**src/rtl/core/stt_pkg.sv**
```systemverilog
package stt_pkg;

  typedef enum logic [4:0] {
    M_IDLE       = 5'd0,
    M_WORD       = 5'd1,
    M_INT        = 5'd2,
    M_INT_DOT    = 5'd3,
    M_FLOAT      = 5'd4,
    M_STR        = 5'd5,
    M_STR_ESC    = 5'd6,
    M_CHR        = 5'd7,
    M_CHR_ESC    = 5'd8,
    M_CHR_END    = 5'd9,
    M_OP         = 5'd10,
    M_LINE       = 5'd11,
    M_BLOCK      = 5'd12,
    M_BLOCK_STAR = 5'd13
  } lex_mode_e;

  localparam logic [1:0] CLS_TOKEN = 2'd0;
  localparam logic [1:0] CLS_TEXT  = 2'd1;
  localparam logic [1:0] CLS_ERROR = 2'd2;

  localparam logic [2:0] ERR_OPEN_STR   = 3'd0;
  localparam logic [2:0] ERR_OPEN_CHR   = 3'd1;
  localparam logic [2:0] ERR_BAD_ESC    = 3'd2;
  localparam logic [2:0] ERR_LONE_AMP   = 3'd3;
  localparam logic [2:0] ERR_LONE_PIPE  = 3'd4;
  localparam logic [2:0] ERR_BAD_CHAR   = 3'd5;

  localparam logic [5:0] K_INT    = 6'd0;
  localparam logic [5:0] K_FLOAT  = 6'd1;
  localparam logic [5:0] K_STR    = 6'd2;
  localparam logic [5:0] K_CHAR   = 6'd3;
  localparam logic [5:0] K_IDENT  = 6'd6;
  localparam logic [5:0] K_PLUS   = 6'd32;
  localparam logic [5:0] K_MINUS  = 6'd33;
  localparam logic [5:0] K_STAR   = 6'd34;
  localparam logic [5:0] K_SLASH  = 6'd35;
  localparam logic [5:0] K_ASSIGN = 6'd36;
  localparam logic [5:0] K_EQ     = 6'd37;
  localparam logic [5:0] K_NE     = 6'd38;
  localparam logic [5:0] K_NOT    = 6'd39;
  localparam logic [5:0] K_LT     = 6'd40;
  localparam logic [5:0] K_GT     = 6'd41;
  localparam logic [5:0] K_LE     = 6'd42;
  localparam logic [5:0] K_GE     = 6'd43;
  localparam logic [5:0] K_AND    = 6'd44;
  localparam logic [5:0] K_OR     = 6'd45;
  localparam logic [5:0] K_SEMI   = 6'd46;
  localparam logic [5:0] K_COLON  = 6'd47;
  localparam logic [5:0] K_COMMA  = 6'd48;
  localparam logic [5:0] K_DOT    = 6'd49;
  localparam logic [5:0] K_QUEST  = 6'd50;
  localparam logic [5:0] K_LPAR   = 6'd51;
  localparam logic [5:0] K_RPAR   = 6'd52;
  localparam logic [5:0] K_LBRACE = 6'd53;
  localparam logic [5:0] K_RBRACE = 6'd54;
  localparam logic [5:0] K_LBRACK = 6'd55;
  localparam logic [5:0] K_RBRACK = 6'd56;
  localparam logic [5:0] K_EOF    = 6'd57;

  localparam int MAXRES = 4;
  localparam int QDEPTH = 2;
  localparam int NKW    = 28;

  typedef struct packed {
    logic [1:0]  cls;
    logic [5:0]  kind;
    logic [7:0]  pay;
    logic [31:0] val;
    logic [2:0]  err;
    logic [15:0] line;
    logic [15:0] col;
  } res_t;

  typedef struct packed {
    res_t [MAXRES-1:0] r;
    logic [2:0]        n;
  } bundle_t;

  typedef struct packed {
    logic       hit;
    logic [5:0] kind;
    logic       val;
  } kw_t;

  // Keyword text is right aligned: the last character sits in the low byte.
  localparam logic [55:0] KW_TXT [NKW] = '{
    "if", "else", "int", "char", "void", "null", "bool", "string", "def",
    "include", "extern", "while", "do", "for", "to", "return", "alloc",
    "free", "match", "some", "own", "ref", "const", "float", "double",
    "true", "false", "_"};
  localparam logic [2:0] KW_LEN [NKW] = '{
    3'd2, 3'd4, 3'd3, 3'd4, 3'd4, 3'd4, 3'd4, 3'd6, 3'd3, 3'd7, 3'd6, 3'd5,
    3'd2, 3'd3, 3'd2, 3'd6, 3'd5, 3'd4, 3'd5, 3'd4, 3'd3, 3'd3, 3'd5, 3'd5,
    3'd6, 3'd4, 3'd5, 3'd1};
  localparam logic [5:0] KW_KIND [NKW] = '{
    6'd7, 6'd8, 6'd9, 6'd10, 6'd11, 6'd5, 6'd12, 6'd13, 6'd14, 6'd15, 6'd16,
    6'd17, 6'd18, 6'd19, 6'd20, 6'd21, 6'd22, 6'd23, 6'd24, 6'd25, 6'd26,
    6'd27, 6'd28, 6'd29, 6'd30, 6'd4, 6'd4, 6'd31};

  function automatic kw_t kw_lookup(input logic [6:0][7:0] w, input logic [2:0] len);
    kw_t   res;
    logic  eq;
    int    l;
    res = '0;
    for (int k = 0; k < NKW; k++) begin
      l  = int'(KW_LEN[k]);
      eq = (KW_LEN[k] == len);
      for (int j = 0; j < 7; j++) begin
        if (j < l && w[j] != KW_TXT[k][(l-1-j)*8 +: 8]) eq = 1'b0;
      end
      if (eq && !res.hit) begin
        res.hit  = 1'b1;
        res.kind = KW_KIND[k];
        res.val  = (k == 25);
      end
    end
    return res;
  endfunction

  function automatic logic is_digit(input logic [7:0] b);
    return b >= "0" && b <= "9";
  endfunction

  function automatic logic is_alpha(input logic [7:0] b);
    logic [7:0] l;
    l = b | 8'h20;
    return l >= "a" && l <= "z";
  endfunction

  function automatic logic is_word(input logic [7:0] b);
    return is_alpha(b) || is_digit(b) || b == "_";
  endfunction

  // Bit 6 flags a one-character operator; low bits give its kind.
  function automatic logic [6:0] single_kind(input logic [7:0] b);
    logic [6:0] k;
    unique case (b)
      "+": k = {1'b1, K_PLUS};
      "-": k = {1'b1, K_MINUS};
      "*": k = {1'b1, K_STAR};
      ";": k = {1'b1, K_SEMI};
      ":": k = {1'b1, K_COLON};
      ",": k = {1'b1, K_COMMA};
      ".": k = {1'b1, K_DOT};
      "?": k = {1'b1, K_QUEST};
      "(": k = {1'b1, K_LPAR};
      ")": k = {1'b1, K_RPAR};
      "{": k = {1'b1, K_LBRACE};
      "}": k = {1'b1, K_RBRACE};
      "[": k = {1'b1, K_LBRACK};
      "]": k = {1'b1, K_RBRACK};
      default: k = '0;
    endcase
    return k;
  endfunction

  function automatic logic [7:0] str_escape(input logic [7:0] b);
    logic [7:0] r;
    unique case (b)
      "n": r = 8'h0A;
      "t": r = 8'h09;
      "r": r = 8'h0D;
      default: r = b;
    endcase
    return r;
  endfunction

  function automatic res_t mk_res(input logic [1:0] cls, input logic [5:0] kind,
                                  input logic [7:0] pay, input logic [31:0] val,
                                  input logic [2:0] err, input logic [15:0] line,
                                  input logic [15:0] col);
    res_t r;
    r.cls  = cls;
    r.kind = kind;
    r.pay  = pay;
    r.val  = val;
    r.err  = err;
    r.line = line;
    r.col  = col;
    return r;
  endfunction

endpackage

```
**src/rtl/core/stt_if.sv**
```systemverilog
interface stt_in_if;
  logic       valid;
  logic       ready;
  logic [7:0] text_byte;
  logic       end_of_text;
  modport source(output valid, text_byte, end_of_text, input ready);
  modport sink(input valid, text_byte, end_of_text, output ready);
endinterface

interface stt_out_if;
  logic               valid;
  logic               ready;
  logic [1:0]         item_class;
  logic [5:0]         token_kind;
  logic [7:0]         payload_byte;
  logic signed [31:0] literal_value;
  logic [2:0]         error_code;
  logic [15:0]        line_number;
  logic [15:0]        column_number;
  logic               last_of_run;
  modport source(output valid, item_class, token_kind, payload_byte, literal_value,
                 error_code, line_number, column_number, last_of_run, input ready);
  modport sink(input valid, item_class, token_kind, payload_byte, literal_value,
               error_code, line_number, column_number, last_of_run, output ready);
endinterface

```
**src/rtl/core/stt_front.sv**
```systemverilog
module stt_front #(
  parameter int POSITION_BITS = 16,
  parameter int KEYWORD_CHARS = 8
) (
  input  logic             clk_i,
  input  logic             rst_ni,
  input  logic             acc_i,
  input  logic [7:0]       byte_i,
  input  logic             eot_i,
  output stt_pkg::bundle_t bundle_o,
  output logic             push_o
);
  import stt_pkg::*;

  localparam int WLW = $clog2(KEYWORD_CHARS + 2);
  localparam int WIW = $clog2(KEYWORD_CHARS);
  localparam logic [POSITION_BITS-1:0] ONE = 1;
  localparam logic [POSITION_BITS-1:0] PMAX = '1;
  localparam logic [WLW-1:0] KC = WLW'(KEYWORD_CHARS);

  lex_mode_e mode_q, mode_d;
  logic [7:0] pend_q, pend_d, chv_q, chv_d;
  logic [POSITION_BITS-1:0] line_q, line_d, col_q, col_d, tsc_q, tsc_d, dotc;
  logic [31:0] acc_q, acc_d;
  logic [7:0] wbuf_q [KEYWORD_CHARS];
  logic [7:0] wbuf_d [KEYWORD_CHARS];
  logic [WLW-1:0] wlen_q, wlen_d;

  logic [6:0][7:0] wfirst;
  kw_t kw;
  logic [5:0] fw_kind;
  logic [31:0] fw_val;

  logic [7:0] b, sc;
  logic op_hit, op_emit, op_fault;
  logic [5:0] op_kind;
  logic [2:0] op_err;
  lex_mode_e op_mode;

  res_t [MAXRES-1:0] r;
  logic [2:0] n;
  logic redo, lbrk;
  logic [15:0] ln;
  logic [6:0] sk;

  assign b = byte_i;

  // Keyword match on the first characters of the buffered word.
  always_comb begin
    for (int j = 0; j < 7; j++) wfirst[j] = wbuf_q[j];
    kw = kw_lookup(wfirst, wlen_q[2:0]);
    if (wlen_q <= WLW'(7) && kw.hit) begin
      fw_kind = kw.kind;
      fw_val  = {31'b0, kw.val};
    end else begin
      fw_kind = K_IDENT;
      fw_val  = '0;
    end
  end

  // Completion of a pending operator against its second character.
  always_comb begin
    sc       = eot_i ? 8'h00 : b;
    op_hit   = 1'b0;
    op_emit  = 1'b1;
    op_fault = 1'b0;
    op_kind  = K_ASSIGN;
    op_err   = ERR_LONE_AMP;
    op_mode  = M_IDLE;
    unique case (pend_q)
      "=": begin op_hit = (sc == "="); op_kind = op_hit ? K_EQ : K_ASSIGN; end
      "!": begin op_hit = (sc == "="); op_kind = op_hit ? K_NE : K_NOT; end
      "<": begin op_hit = (sc == "="); op_kind = op_hit ? K_LE : K_LT; end
      ">": begin op_hit = (sc == "="); op_kind = op_hit ? K_GE : K_GT; end
      "&": begin
        op_hit = (sc == "&"); op_kind = K_AND;
        op_fault = !op_hit; op_err = ERR_LONE_AMP;
      end
      "|": begin
        op_hit = (sc == "|"); op_kind = K_OR;
        op_fault = !op_hit; op_err = ERR_LONE_PIPE;
      end
      "/": begin
        op_kind = K_SLASH;
        if (sc == "/") begin
          op_hit = 1'b1; op_emit = 1'b0; op_mode = M_LINE;
        end else if (sc == "*") begin
          op_hit = 1'b1; op_emit = 1'b0; op_mode = M_BLOCK;
        end
      end
      default: op_emit = 1'b0;
    endcase
  end

  assign dotc = (col_q > ONE) ? col_q - ONE : ONE;

  always_comb begin
    mode_d = mode_q;
    pend_d = pend_q;
    chv_d  = chv_q;
    line_d = line_q;
    col_d  = col_q;
    tsc_d  = tsc_q;
    acc_d  = acc_q;
    wbuf_d = wbuf_q;
    wlen_d = wlen_q;
    r      = '0;
    n      = '0;
    redo   = 1'b0;
    lbrk   = 1'b0;
    sk     = single_kind(b);
    ln     = 16'(line_q);
    if (eot_i) begin
      unique case (mode_q)
        M_WORD: begin
          r[n[1:0]] = mk_res(CLS_TOKEN, fw_kind, 8'h00, fw_val, 3'd0, ln, 16'(tsc_q));
          n = n + 3'd1;
        end
        M_INT: begin
          r[n[1:0]] = mk_res(CLS_TOKEN, K_INT, 8'h00, acc_q, 3'd0, ln, 16'(tsc_q));
          n = n + 3'd1;
        end
        M_INT_DOT: begin
          r[n[1:0]] = mk_res(CLS_TOKEN, K_INT, 8'h00, acc_q, 3'd0, ln, 16'(tsc_q));
          n = n + 3'd1;
          r[n[1:0]] = mk_res(CLS_TOKEN, K_DOT, 8'h00, '0, 3'd0, ln, 16'(dotc));
          n = n + 3'd1;
        end
        M_FLOAT: begin
          r[n[1:0]] = mk_res(CLS_TOKEN, K_FLOAT, 8'h00, '0, 3'd0, ln, 16'(tsc_q));
          n = n + 3'd1;
        end
        M_STR, M_STR_ESC: begin
          r[n[1:0]] = mk_res(CLS_ERROR, 6'd0, 8'h00, '0, ERR_OPEN_STR, ln, 16'(tsc_q));
          n = n + 3'd1;
        end
        M_CHR, M_CHR_ESC, M_CHR_END: begin
          if (mode_q == M_CHR_ESC) begin
            r[n[1:0]] = mk_res(CLS_ERROR, 6'd0, 8'h00, '0, ERR_BAD_ESC, ln, 16'(col_q));
            n = n + 3'd1;
          end
          r[n[1:0]] = mk_res(CLS_ERROR, 6'd0, 8'h00, '0, ERR_OPEN_CHR, ln, 16'(tsc_q));
          n = n + 3'd1;
          r[n[1:0]] = mk_res(CLS_TOKEN, K_CHAR, 8'h00,
                             (mode_q == M_CHR_END) ? {24'b0, chv_q} : 32'b0,
                             3'd0, ln, 16'(tsc_q));
          n = n + 3'd1;
        end
        M_OP: begin
          if (op_emit) begin
            r[n[1:0]] = op_fault
              ? mk_res(CLS_ERROR, 6'd0, 8'h00, '0, op_err, ln, 16'(tsc_q))
              : mk_res(CLS_TOKEN, op_kind, 8'h00, '0, 3'd0, ln, 16'(tsc_q));
            n = n + 3'd1;
          end
        end
        default: ;
      endcase
      r[n[1:0]] = mk_res(CLS_TOKEN, K_EOF, 8'h00, '0, 3'd0, ln, 16'(col_q));
      n = n + 3'd1;
      mode_d = M_IDLE;
      pend_d = '0;
      chv_d  = '0;
      line_d = ONE;
      col_d  = ONE;
      tsc_d  = ONE;
      acc_d  = '0;
      wlen_d = '0;
    end else begin
      unique case (mode_q)
        M_WORD: begin
          if (is_word(b)) begin
            if (wlen_q < KC) wbuf_d[wlen_q[WIW-1:0]] = b;
            if (wlen_q <= KC) wlen_d = wlen_q + WLW'(1);
            r[n[1:0]] = mk_res(CLS_TEXT, 6'd0, b, '0, 3'd0, ln, 16'(tsc_q));
            n = n + 3'd1;
          end else begin
            r[n[1:0]] = mk_res(CLS_TOKEN, fw_kind, 8'h00, fw_val, 3'd0, ln, 16'(tsc_q));
            n = n + 3'd1;
            redo = 1'b1;
          end
        end
        M_INT: begin
          if (is_digit(b)) begin
            acc_d = acc_q * 32'd10 + {24'b0, 8'(b - 8'h30)};
            r[n[1:0]] = mk_res(CLS_TEXT, 6'd0, b, '0, 3'd0, ln, 16'(tsc_q));
            n = n + 3'd1;
          end else if (b == ".") begin
            mode_d = M_INT_DOT;
          end else begin
            r[n[1:0]] = mk_res(CLS_TOKEN, K_INT, 8'h00, acc_q, 3'd0, ln, 16'(tsc_q));
            n = n + 3'd1;
            redo = 1'b1;
          end
        end
        M_INT_DOT: begin
          if (is_digit(b)) begin
            r[n[1:0]] = mk_res(CLS_TEXT, 6'd0, ".", '0, 3'd0, ln, 16'(tsc_q));
            n = n + 3'd1;
            r[n[1:0]] = mk_res(CLS_TEXT, 6'd0, b, '0, 3'd0, ln, 16'(tsc_q));
            n = n + 3'd1;
            mode_d = M_FLOAT;
          end else begin
            r[n[1:0]] = mk_res(CLS_TOKEN, K_INT, 8'h00, acc_q, 3'd0, ln, 16'(tsc_q));
            n = n + 3'd1;
            r[n[1:0]] = mk_res(CLS_TOKEN, K_DOT, 8'h00, '0, 3'd0, ln, 16'(dotc));
            n = n + 3'd1;
            redo = 1'b1;
          end
        end
        M_FLOAT: begin
          if (is_digit(b)) begin
            r[n[1:0]] = mk_res(CLS_TEXT, 6'd0, b, '0, 3'd0, ln, 16'(tsc_q));
            n = n + 3'd1;
          end else if (b == "f" || b == "F") begin
            r[n[1:0]] = mk_res(CLS_TEXT, 6'd0, b, '0, 3'd0, ln, 16'(tsc_q));
            n = n + 3'd1;
            r[n[1:0]] = mk_res(CLS_TOKEN, K_FLOAT, 8'h00, '0, 3'd0, ln, 16'(tsc_q));
            n = n + 3'd1;
            mode_d = M_IDLE;
          end else begin
            r[n[1:0]] = mk_res(CLS_TOKEN, K_FLOAT, 8'h00, '0, 3'd0, ln, 16'(tsc_q));
            n = n + 3'd1;
            redo = 1'b1;
          end
        end
        M_STR: begin
          if (b == 8'h22) begin
            r[n[1:0]] = mk_res(CLS_TOKEN, K_STR, 8'h00, '0, 3'd0, ln, 16'(tsc_q));
            n = n + 3'd1;
            mode_d = M_IDLE;
          end else if (b == 8'h0A) begin
            r[n[1:0]] = mk_res(CLS_ERROR, 6'd0, 8'h00, '0, ERR_OPEN_STR, ln, 16'(tsc_q));
            n = n + 3'd1;
            redo = 1'b1;
          end else if (b == 8'h5C) begin
            mode_d = M_STR_ESC;
          end else begin
            r[n[1:0]] = mk_res(CLS_TEXT, 6'd0, b, '0, 3'd0, ln, 16'(tsc_q));
            n = n + 3'd1;
          end
        end
        M_STR_ESC: begin
          r[n[1:0]] = mk_res(CLS_TEXT, 6'd0, str_escape(b), '0, 3'd0, ln, 16'(tsc_q));
          n = n + 3'd1;
          mode_d = M_STR;
        end
        M_CHR: begin
          if (b == 8'h5C) begin
            mode_d = M_CHR_ESC;
          end else begin
            chv_d  = b;
            mode_d = M_CHR_END;
          end
        end
        M_CHR_ESC: begin
          mode_d = M_CHR_END;
          priority if (b == "n") chv_d = 8'h0A;
          else if (b == "t") chv_d = 8'h09;
          else if (b == "r") chv_d = 8'h0D;
          else if (b == "0") chv_d = 8'h00;
          else if (b == 8'h5C || b == 8'h27) chv_d = b;
          else begin
            r[n[1:0]] = mk_res(CLS_ERROR, 6'd0, 8'h00, '0, ERR_BAD_ESC, ln, 16'(col_q));
            n = n + 3'd1;
            chv_d = b;
          end
        end
        M_CHR_END: begin
          if (b == 8'h27) begin
            r[n[1:0]] = mk_res(CLS_TOKEN, K_CHAR, 8'h00, {24'b0, chv_q}, 3'd0, ln,
                               16'(tsc_q));
            n = n + 3'd1;
            mode_d = M_IDLE;
          end else begin
            r[n[1:0]] = mk_res(CLS_ERROR, 6'd0, 8'h00, '0, ERR_OPEN_CHR, ln, 16'(tsc_q));
            n = n + 3'd1;
            r[n[1:0]] = mk_res(CLS_TOKEN, K_CHAR, 8'h00, {24'b0, chv_q}, 3'd0, ln,
                               16'(tsc_q));
            n = n + 3'd1;
            redo = 1'b1;
          end
        end
        M_OP: begin
          if (op_emit) begin
            r[n[1:0]] = op_fault
              ? mk_res(CLS_ERROR, 6'd0, 8'h00, '0, op_err, ln, 16'(tsc_q))
              : mk_res(CLS_TOKEN, op_kind, 8'h00, '0, 3'd0, ln, 16'(tsc_q));
            n = n + 3'd1;
          end
          mode_d = op_mode;
          redo   = !op_hit;
        end
        M_LINE: redo = (b == 8'h0A);
        M_BLOCK: begin
          if (b == "*") mode_d = M_BLOCK_STAR;
          else if (b == 8'h0A) lbrk = 1'b1;
        end
        M_BLOCK_STAR: begin
          if (b == "/") mode_d = M_IDLE;
          else if (b == 8'h0A) begin
            lbrk   = 1'b1;
            mode_d = M_BLOCK;
          end else if (b != "*") mode_d = M_BLOCK;
        end
        default: redo = 1'b1;
      endcase

      // Lex the byte afresh from the idle mode.
      if (redo) begin
        mode_d = M_IDLE;
        if (b == 8'h0A) begin
          lbrk = 1'b1;
        end else if (b == 8'h20 || b == 8'h09 || b == 8'h0D) begin
          mode_d = M_IDLE;
        end else begin
          tsc_d = col_q;
          if (is_digit(b)) begin
            acc_d = {24'b0, 8'(b - 8'h30)};
            r[n[1:0]] = mk_res(CLS_TEXT, 6'd0, b, '0, 3'd0, ln, 16'(col_q));
            n = n + 3'd1;
            mode_d = M_INT;
          end else if (b == 8'h22) begin
            mode_d = M_STR;
          end else if (b == 8'h27) begin
            mode_d = M_CHR;
          end else if (is_alpha(b) || b == "_") begin
            wbuf_d[0] = b;
            wlen_d    = WLW'(1);
            r[n[1:0]] = mk_res(CLS_TEXT, 6'd0, b, '0, 3'd0, ln, 16'(col_q));
            n = n + 3'd1;
            mode_d = M_WORD;
          end else if (b == "=" || b == "!" || b == "<" || b == ">" ||
                       b == "&" || b == "|" || b == "/") begin
            pend_d = b;
            mode_d = M_OP;
          end else if (sk[6]) begin
            r[n[1:0]] = mk_res(CLS_TOKEN, sk[5:0], 8'h00, '0, 3'd0, ln, 16'(col_q));
            n = n + 3'd1;
          end else begin
            r[n[1:0]] = mk_res(CLS_ERROR, 6'd0, 8'h00, '0, ERR_BAD_CHAR, ln, 16'(col_q));
            n = n + 3'd1;
          end
        end
      end

      // Advance the position, saturating.
      if (lbrk) begin
        if (line_q != PMAX) line_d = line_q + ONE;
        col_d = ONE;
      end else if (col_q != PMAX) begin
        col_d = col_q + ONE;
      end
    end
  end

  assign bundle_o.r = r;
  assign bundle_o.n = n;
  assign push_o     = acc_i && (n != 3'd0);

  always_ff @(posedge clk_i or negedge rst_ni) begin
    if (!rst_ni) begin
      mode_q <= M_IDLE;
      pend_q <= '0;
      chv_q  <= '0;
      line_q <= ONE;
      col_q  <= ONE;
      tsc_q  <= ONE;
      acc_q  <= '0;
      wlen_q <= '0;
    end else if (acc_i) begin
      mode_q <= mode_d;
      pend_q <= pend_d;
      chv_q  <= chv_d;
      line_q <= line_d;
      col_q  <= col_d;
      tsc_q  <= tsc_d;
      acc_q  <= acc_d;
      wlen_q <= wlen_d;
    end
  end

  always_ff @(posedge clk_i) begin
    if (acc_i) wbuf_q <= wbuf_d;
  end

endmodule

```
**src/rtl/core/stt_queue.sv**
```systemverilog
module stt_queue (
  input  logic             clk_i,
  input  logic             rst_ni,
  input  logic             push_i,
  input  stt_pkg::bundle_t bundle_i,
  input  logic             pop_i,
  output stt_pkg::bundle_t head_o,
  output logic             full_o,
  output logic             empty_o,
  output logic [$clog2(stt_pkg::QDEPTH+1)-1:0] count_o
);
  import stt_pkg::*;

  localparam int PW = $clog2(QDEPTH);
  localparam int CW = $clog2(QDEPTH + 1);

  bundle_t mem_q [QDEPTH];
  logic [PW-1:0] wp_q, rp_q;
  logic [CW-1:0] cnt_q;

  assign head_o  = mem_q[rp_q];
  assign full_o  = (cnt_q == CW'(QDEPTH));
  assign empty_o = (cnt_q == '0);
  assign count_o = cnt_q;

  always_ff @(posedge clk_i) begin
    if (push_i) mem_q[wp_q] <= bundle_i;
  end

  always_ff @(posedge clk_i or negedge rst_ni) begin
    if (!rst_ni) begin
      wp_q  <= '0;
      rp_q  <= '0;
      cnt_q <= '0;
    end else begin
      if (push_i) wp_q <= (wp_q == PW'(QDEPTH - 1)) ? '0 : wp_q + PW'(1);
      if (pop_i)  rp_q <= (rp_q == PW'(QDEPTH - 1)) ? '0 : rp_q + PW'(1);
      cnt_q <= cnt_q + CW'(push_i) - CW'(pop_i);
    end
  end

endmodule

```
**src/rtl/core/stt_back.sv**
```systemverilog
module stt_back (
  input  logic             clk_i,
  input  logic             rst_ni,
  input  logic             avail_i,
  input  stt_pkg::bundle_t head_i,
  output logic             pop_o,
  stt_out_if.source        tok_o
);
  import stt_pkg::*;

  logic [1:0] idx_q;
  logic       last;
  res_t       cur;

  assign cur  = head_i.r[idx_q];
  assign last = ({1'b0, idx_q} == head_i.n - 3'd1);

  assign tok_o.valid         = avail_i;
  assign tok_o.item_class    = cur.cls;
  assign tok_o.token_kind    = cur.kind;
  assign tok_o.payload_byte  = cur.pay;
  assign tok_o.literal_value = cur.val;
  assign tok_o.error_code    = cur.err;
  assign tok_o.line_number   = cur.line;
  assign tok_o.column_number = cur.col;
  assign tok_o.last_of_run   = last;

  assign pop_o = avail_i && tok_o.ready && last;

  // Step through the results of the head bundle, then drop it.
  always_ff @(posedge clk_i or negedge rst_ni) begin
    if (!rst_ni) begin
      idx_q <= '0;
    end else if (avail_i && tok_o.ready) begin
      idx_q <= last ? 2'd0 : idx_q + 2'd1;
    end
  end

endmodule

```
**src/rtl/core/source_text_tokenizer.sv**
```systemverilog
// Source text tokenizer.
// text_i takes one source byte per item (text_byte), or an end marker
// (end_of_text) that flushes any pending token, emits EOF and returns the
// lexer to its reset state. tok_o gives result items: tokens, payload text
// bytes that precede their token, and error reports, each with the line and
// column where it starts; last_of_run marks the final result of one byte.
// The front lexer classifies one byte per cycle while the queue has room;
// any results of that byte (up to four) go as one bundle into a two-entry
// queue, and the back end unpacks the head bundle at one result per cycle
// while tok_o is ready. Throughput: one byte per cycle while the queue has
// room; a byte with k results holds the output until all k have drained,
// so the sustained rate is set by the output drain.
// The results of a byte enter the queue when the byte is accepted.
// Reset: lexer idle at line 1, column 1, queue empty, no output valid.
// A stalled receiver holds the current result; the queue fills and text_i
// ready drops until space frees. Bytes that cause no result never wait on
// the output side unless the queue is full.
module source_text_tokenizer #(
  parameter int POSITION_BITS = 16,
  parameter int KEYWORD_CHARS = 8
) (
  input  logic       clk_i,
  input  logic       rst_ni,
  stt_in_if.sink     text_i,
  stt_out_if.source  tok_o
);
  import stt_pkg::*;

  localparam int CW = $clog2(QDEPTH + 1);

  bundle_t       bundle, head;
  logic          push, pop, full, empty, acc;
  logic [CW-1:0] count;

  // Accept bytes whenever the queue can hold another bundle.
  assign text_i.ready = !full;
  assign acc          = text_i.valid && text_i.ready;

  stt_front #(
    .POSITION_BITS(POSITION_BITS),
    .KEYWORD_CHARS(KEYWORD_CHARS)
  ) u_front (
    .clk_i    (clk_i),
    .rst_ni   (rst_ni),
    .acc_i    (acc),
    .byte_i   (text_i.text_byte),
    .eot_i    (text_i.end_of_text),
    .bundle_o (bundle),
    .push_o   (push)
  );

  stt_queue u_queue (
    .clk_i    (clk_i),
    .rst_ni   (rst_ni),
    .push_i   (push),
    .bundle_i (bundle),
    .pop_i    (pop),
    .head_o   (head),
    .full_o   (full),
    .empty_o  (empty),
    .count_o  (count)
  );

  stt_back u_back (
    .clk_i   (clk_i),
    .rst_ni  (rst_ni),
    .avail_i (!empty),
    .head_i  (head),
    .pop_o   (pop),
    .tok_o   (tok_o)
  );

  a_count_bound: assert property (@(posedge clk_i) disable iff (!rst_ni)
    count <= CW'(QDEPTH)) else $error("queue count above depth");

  a_empty_quiet: assert property (@(posedge clk_i) disable iff (!rst_ni)
    count == '0 |-> !tok_o.valid) else $error("output valid with empty queue");

  a_eof_pushed: assert property (@(posedge clk_i) disable iff (!rst_ni)
    acc && text_i.end_of_text |-> push) else $error("end marker without results");

  a_count_track: assert property (@(posedge clk_i) disable iff (!rst_ni)
    1'b1 |=> count == $past(count) + CW'($past(push)) - CW'($past(pop)))
    else $error("queue count mismatch");

endmodule

```
**src/flat_wrapper.sv**
```systemverilog
// flat-port wrapper written by rule: the top's interface ports become plain ports
module source_text_tokenizer_flat import stt_pkg::*;
#(
  parameter int POSITION_BITS = 16,
  parameter int KEYWORD_CHARS = 8
)
  (clk_i, rst_ni, text_i_valid, text_i_text_byte, text_i_end_of_text, text_i_ready, tok_o_valid, tok_o_item_class, tok_o_token_kind, tok_o_payload_byte, tok_o_literal_value, tok_o_error_code, tok_o_line_number, tok_o_column_number, tok_o_last_of_run, tok_o_ready);
  stt_in_if text_i_i ();
  stt_out_if tok_o_i ();
  input  logic clk_i;
  input  logic rst_ni;
  input wire logic [$bits(text_i_i.valid)-1:0] text_i_valid;
  input wire logic [$bits(text_i_i.text_byte)-1:0] text_i_text_byte;
  input wire logic [$bits(text_i_i.end_of_text)-1:0] text_i_end_of_text;
  output wire logic [$bits(text_i_i.ready)-1:0] text_i_ready;
  output wire logic [$bits(tok_o_i.valid)-1:0] tok_o_valid;
  output wire logic [$bits(tok_o_i.item_class)-1:0] tok_o_item_class;
  output wire logic [$bits(tok_o_i.token_kind)-1:0] tok_o_token_kind;
  output wire logic [$bits(tok_o_i.payload_byte)-1:0] tok_o_payload_byte;
  output wire logic [$bits(tok_o_i.literal_value)-1:0] tok_o_literal_value;
  output wire logic [$bits(tok_o_i.error_code)-1:0] tok_o_error_code;
  output wire logic [$bits(tok_o_i.line_number)-1:0] tok_o_line_number;
  output wire logic [$bits(tok_o_i.column_number)-1:0] tok_o_column_number;
  output wire logic [$bits(tok_o_i.last_of_run)-1:0] tok_o_last_of_run;
  input wire logic [$bits(tok_o_i.ready)-1:0] tok_o_ready;
  assign text_i_i.valid = text_i_valid;
  assign text_i_i.text_byte = text_i_text_byte;
  assign text_i_i.end_of_text = text_i_end_of_text;
  assign text_i_ready = text_i_i.ready;
  assign tok_o_valid = tok_o_i.valid;
  assign tok_o_item_class = tok_o_i.item_class;
  assign tok_o_token_kind = tok_o_i.token_kind;
  assign tok_o_payload_byte = tok_o_i.payload_byte;
  assign tok_o_literal_value = tok_o_i.literal_value;
  assign tok_o_error_code = tok_o_i.error_code;
  assign tok_o_line_number = tok_o_i.line_number;
  assign tok_o_column_number = tok_o_i.column_number;
  assign tok_o_last_of_run = tok_o_i.last_of_run;
  assign tok_o_i.ready = tok_o_ready;
  source_text_tokenizer #(.POSITION_BITS(POSITION_BITS), .KEYWORD_CHARS(KEYWORD_CHARS)) u_core (.clk_i(clk_i), .rst_ni(rst_ni), .text_i(text_i_i), .tok_o(tok_o_i));
endmodule
```
**config.mk**
```make
export PLATFORM = sky130hd
export DESIGN_NAME = source_text_tokenizer_flat
export DESIGN_NICKNAME = d
export VERILOG_FILES = /design/src/rtl/core/stt_pkg.sv /design/src/rtl/core/stt_if.sv /design/src/rtl/core/stt_front.sv /design/src/rtl/core/stt_queue.sv /design/src/rtl/core/stt_back.sv /design/src/rtl/core/source_text_tokenizer.sv /design/src/flat_wrapper.sv
export SDC_FILE = /design/constraint.sdc
export NUM_CORES = 1
export LEC_CHECK = 0
export BUFFER_PORTS_ARGS = -buffer_cell sky130_fd_sc_hd__buf_2
export CAP_MARGIN = 20
export CORE_ASPECT_RATIO = 0.5
export CORE_UTILIZATION = 64
export DETAILED_ROUTE_END_ITERATION = 6
export PLACE_DENSITY = 0.81
export SETUP_SLACK_MARGIN = 0.2
export SYNTH_ARGS = -nofsm -noshare
export SYNTH_HDL_FRONTEND = slang
export SYNTH_HIERARCHICAL = 1
export SYNTH_SLANG_ARGS = --single-unit
```
**constraint.sdc**
```tcl
create_clock -name clk_i -period 24.6 [get_ports clk_i]
set_input_delay 2.46 -clock clk_i [delete_from_list [all_inputs] [get_ports clk_i]]
set_output_delay 2.46 -clock clk_i [all_outputs]
set_load 0.005 [all_outputs]
```
==> results.sh <==
export IMPL_setup_viol=0
export IMPL_end_kind="register"
export IMPL_syn_area_um2=43700
export IMPL_fin_setup_tns_ns=0
export IMPL_n_antenna_cell=0
export IMPL_maxSlewViolCount=0
export IMPL_die_area_um2=69400
export IMPL_post_drt_wl_per_cell_um=24.39
export IMPL_cts_hold_buffers=0
export IMPL_timing_final_crit_share_pct=37.22
export IMPL_first_iter_violations=3175
export IMPL_clockBufferDepth=3
export IMPL_drv_cap=0
export IMPL_grt_pass1_wl_um=164500
export IMPL_status="finished clean"
export IMPL_hold_viol=0
export IMPL_clkLatencyLatePin_ns=0.66
export IMPL_die_h_um=186.8
export IMPL_r2r_end="u_core/u_queue/mem_q[0][49]"
export IMPL_clkTransAtPathRegs_ns=0.06
export IMPL_grt_ovfl_total=0
export IMPL_synth_top_cell_area_share_pct=49.89
export IMPL_syn_inst=3379
export IMPL_ys_async_sr_fraction_pct=13.16
export IMPL_synth_edf_count=726
export IMPL_nets=3499
export IMPL_ios=99
export IMPL_area_delta_synth_final_pct=6.851
export IMPL_p_per_area_nw_per_um2=108.4
export IMPL_hpwl_um=69630
export IMPL_cp_max_fo=167
export IMPL_worst_pin_slew_ns=1.203
export IMPL_netlist_cell_type_count=116
export IMPL_drc=0
export IMPL_fmax_mhz=109.2
export IMPL_hold_class="register to register"
export IMPL_post_cts_setup_buffers=0
export IMPL_hold_path_startpoint="u_core/u_front/acc_q[31]"
export IMPL_cts_buffers=74
export IMPL_arrival_ns=9.43
export IMPL_routabilityCongestion=0.9689
export IMPL_vias=28479
export IMPL_whs_ns=0.5128
export IMPL_cp_required_ns=24.87
export IMPL_synthTopCellsByArea="edfxtp_1, mux2_2, dfrtp_1, mux4_2, ha_1"
export IMPL_rsz0062_at_grt="false"
export IMPL_synth_main_ff_cell="edfxtp_1"
export IMPL_ys_top_cells_by_count="edfxtp_1, mux2_2, nand2_1, nor2_1, o21ai_0"
export IMPL_critPathCapture="u_core/u_queue/mem_q[0][49]"
export IMPL_layout_drive_gt1_share_pct=21.74
export IMPL_worstSetupStartpointType="input pin"
export IMPL_track_usage_pct=31.00
export IMPL_ff2ff_path_depth=15
export IMPL_core_area_um2=67230
export IMPL_rrSetupSlack_ns=17.53
export IMPL_yosysSeqAreaShare_pct=56.19
export IMPL_dieWidth_um=371.6
export IMPL_portBuffers=98
export IMPL_initial_core_util_pct=65.00
export IMPL_syn_area_per_cell_um2=12.93
export IMPL_ys_ff_latch=836
export IMPL_grt_max_degree=168
export IMPL_r2r_start="u_core/u_front/pend_q[6]"
export IMPL_ir_drop_v=0.0001145
export IMPL_synth_most_common_cell="edfxtp_1"
export IMPL_via_per_inst=6.544
export IMPL_synth_area_leader_cell="edfxtp_1"
export IMPL_total_leakage_power_nw=16.86
export IMPL_clkSinkCount=836
export IMPL_drt_total_wl_um=106200
export IMPL_slew_headroom_pct=19.33
export IMPL_crit_start="text_i_text_byte[4]"
export IMPL_pre_cts_slack_ns=14.99
export IMPL_final_util_pct=69.46
export IMPL_grt_antenna_before_repair=0
export IMPL_num_rows=67
export IMPL_yosys_warnings=6
export IMPL_min_period_ns=9.157
export IMPL_fin_ws_ns=15.44
export IMPL_antenna_left=0
export IMPL_skew_ns=0.02255
export IMPL_grt_pass1_vias=28213
export IMPL_first_pass_iters=6
export IMPL_cts_root_buf="clkbuf_16"
export IMPL_crit_type="input pin to register"
export IMPL_cts_tree="built"
export IMPL_cts_resized=0
export IMPL_ctsHtreeMaxLevel=3
-- stage by stage --
stage,cells,area [um^2],power [W]
6_report,4352,46700,0.005061
5_1_grt,4352,46700,0.005289
4_1_cts,4350,46680,0.005088
3_5_place_dp,4216,44350,0.003938
3_3_place_gp,4216,44350,0.003882
2_1_floorplan,3472,44050,0.003580
-- area by class of cell --
type	instances	area [um^2]
sequential	836	24570
clock buffer	103	2043
fill	4579	20540
tap	897	1122
timing repair buffer	145	880.8
inverter	51	191.4
multi-input combinational	2289	17600
clock inverter	31	294.0
-- metal layers --
layer | GRT usage, % | part of all wire (%) | vias to the layer above
li1 | - | - | 12766
met1 | 44.42 | 42 | 14229
met2 | 48.67 | 47 | 1266
met3 | 5.736 | 8.0 | 218
met4 | 9.174 | 2.7 | 0
met5 | 0 | 0 | -
-- registers in the layout, indices dropped and copies added (netlist names), named ones only --
signal and cells:
u_core/u_front/acc_q 32, u_core/u_front/line_q 16, u_core/u_front/wlen_q 4, u_core/u_queue/wp_q 1, u_core/u_front/tsc_q 16, u_core/u_front/wbuf_q 8, u_core/u_queue/mem_q 670, u_core/u_front/pend_q 8
u_core/u_queue/count_o 2, u_core/u_queue/rp_q 1, u_core/u_back/idx_q 2, u_core/u_front/col_q 16, u_core/u_front/mode_q 4, u_core/u_front/chv_q 8
-- kinds of logic after synthesis --
logic type | Yosys count | synth area share, %
and+or+nand+nor | 1014 | 12.34
DFF | 836 | 56.19
AOI/OAI and AO/OA | 566 | 8.841
muxes | 436 | 13.71
buffers and inverters | 347 | 4.469
adders and majority gates | 90 | 2.605
xor gates and xnor gates | 89 | 1.835
other | 1 | 0.008581
-- where the power goes --
part           total (W)  internal [W]  switching, W
sequential       0.00217       0.00199      0.000170
combinational    0.00175      0.000791      0.000960
clock            0.00114      0.000636      0.000509
-- placed cells by master, fill, tap and decap left out, types with 19 or more instances in the layout --
cell type / n
a22o_1: 57
dfrtp_1: 104
a21oi_1: 110
and3_1: 27
a31oi_1: 22
xnor2_1: 57
edfxtp_1: 726
nor2b_1: 45
conb_1: 94
mux4_2: 83
inv_1: 49
mux2_4: 40
clkbuf_16: 76
nand3_1: 69
xor2_1: 30
a211oi_1: 19
nand2b_1: 26
buf_4: 44
nor3_1: 69
nor2_1: 185
or3_1: 21
ha_1: 87
mux2_2: 310
buf_2: 98
and2_1: 110
nand2_1: 251
o21ai_0: 155
nor4_1: 42
clkbuf_1: 23
nand4_1: 36
-- worst min-delay path by stage --
stage | endpoint | cells after the start | slack, ns
floorplan | u_core/u_queue/wp_q | 1 | 0.45
global placement | u_core/u_front/chv_q[1] | 2 | 0.49
detailed placement | u_core/u_front/acc_q[31] | 2 | 0.50
CTS | u_core/u_front/acc_q[31] | 2 | 0.52
global route | u_core/u_front/pend_q[5] | 1 | 0.56
finish | u_core/u_front/acc_q[31] | 2 | 0.51
-- worst max-delay path, cell delays in order --
cell and delay, ns:
buf_2 0.39, inv_1 0.25, ha_1 0.35, nor3b_1 0.18
buf_4 0.21, nand2_1 0.11, o32ai_1 0.10, a32oi_1 0.82
o2111ai_1 0.46, nor2_4 0.40, nand3_1 0.21, nand2_1 0.11
buf_4 0.36, o31a_1 0.27, nor2b_4 0.18, buf_4 0.67
buf_4 0.84, buf_12 0.64
Power figures use the tool's default switching activity.
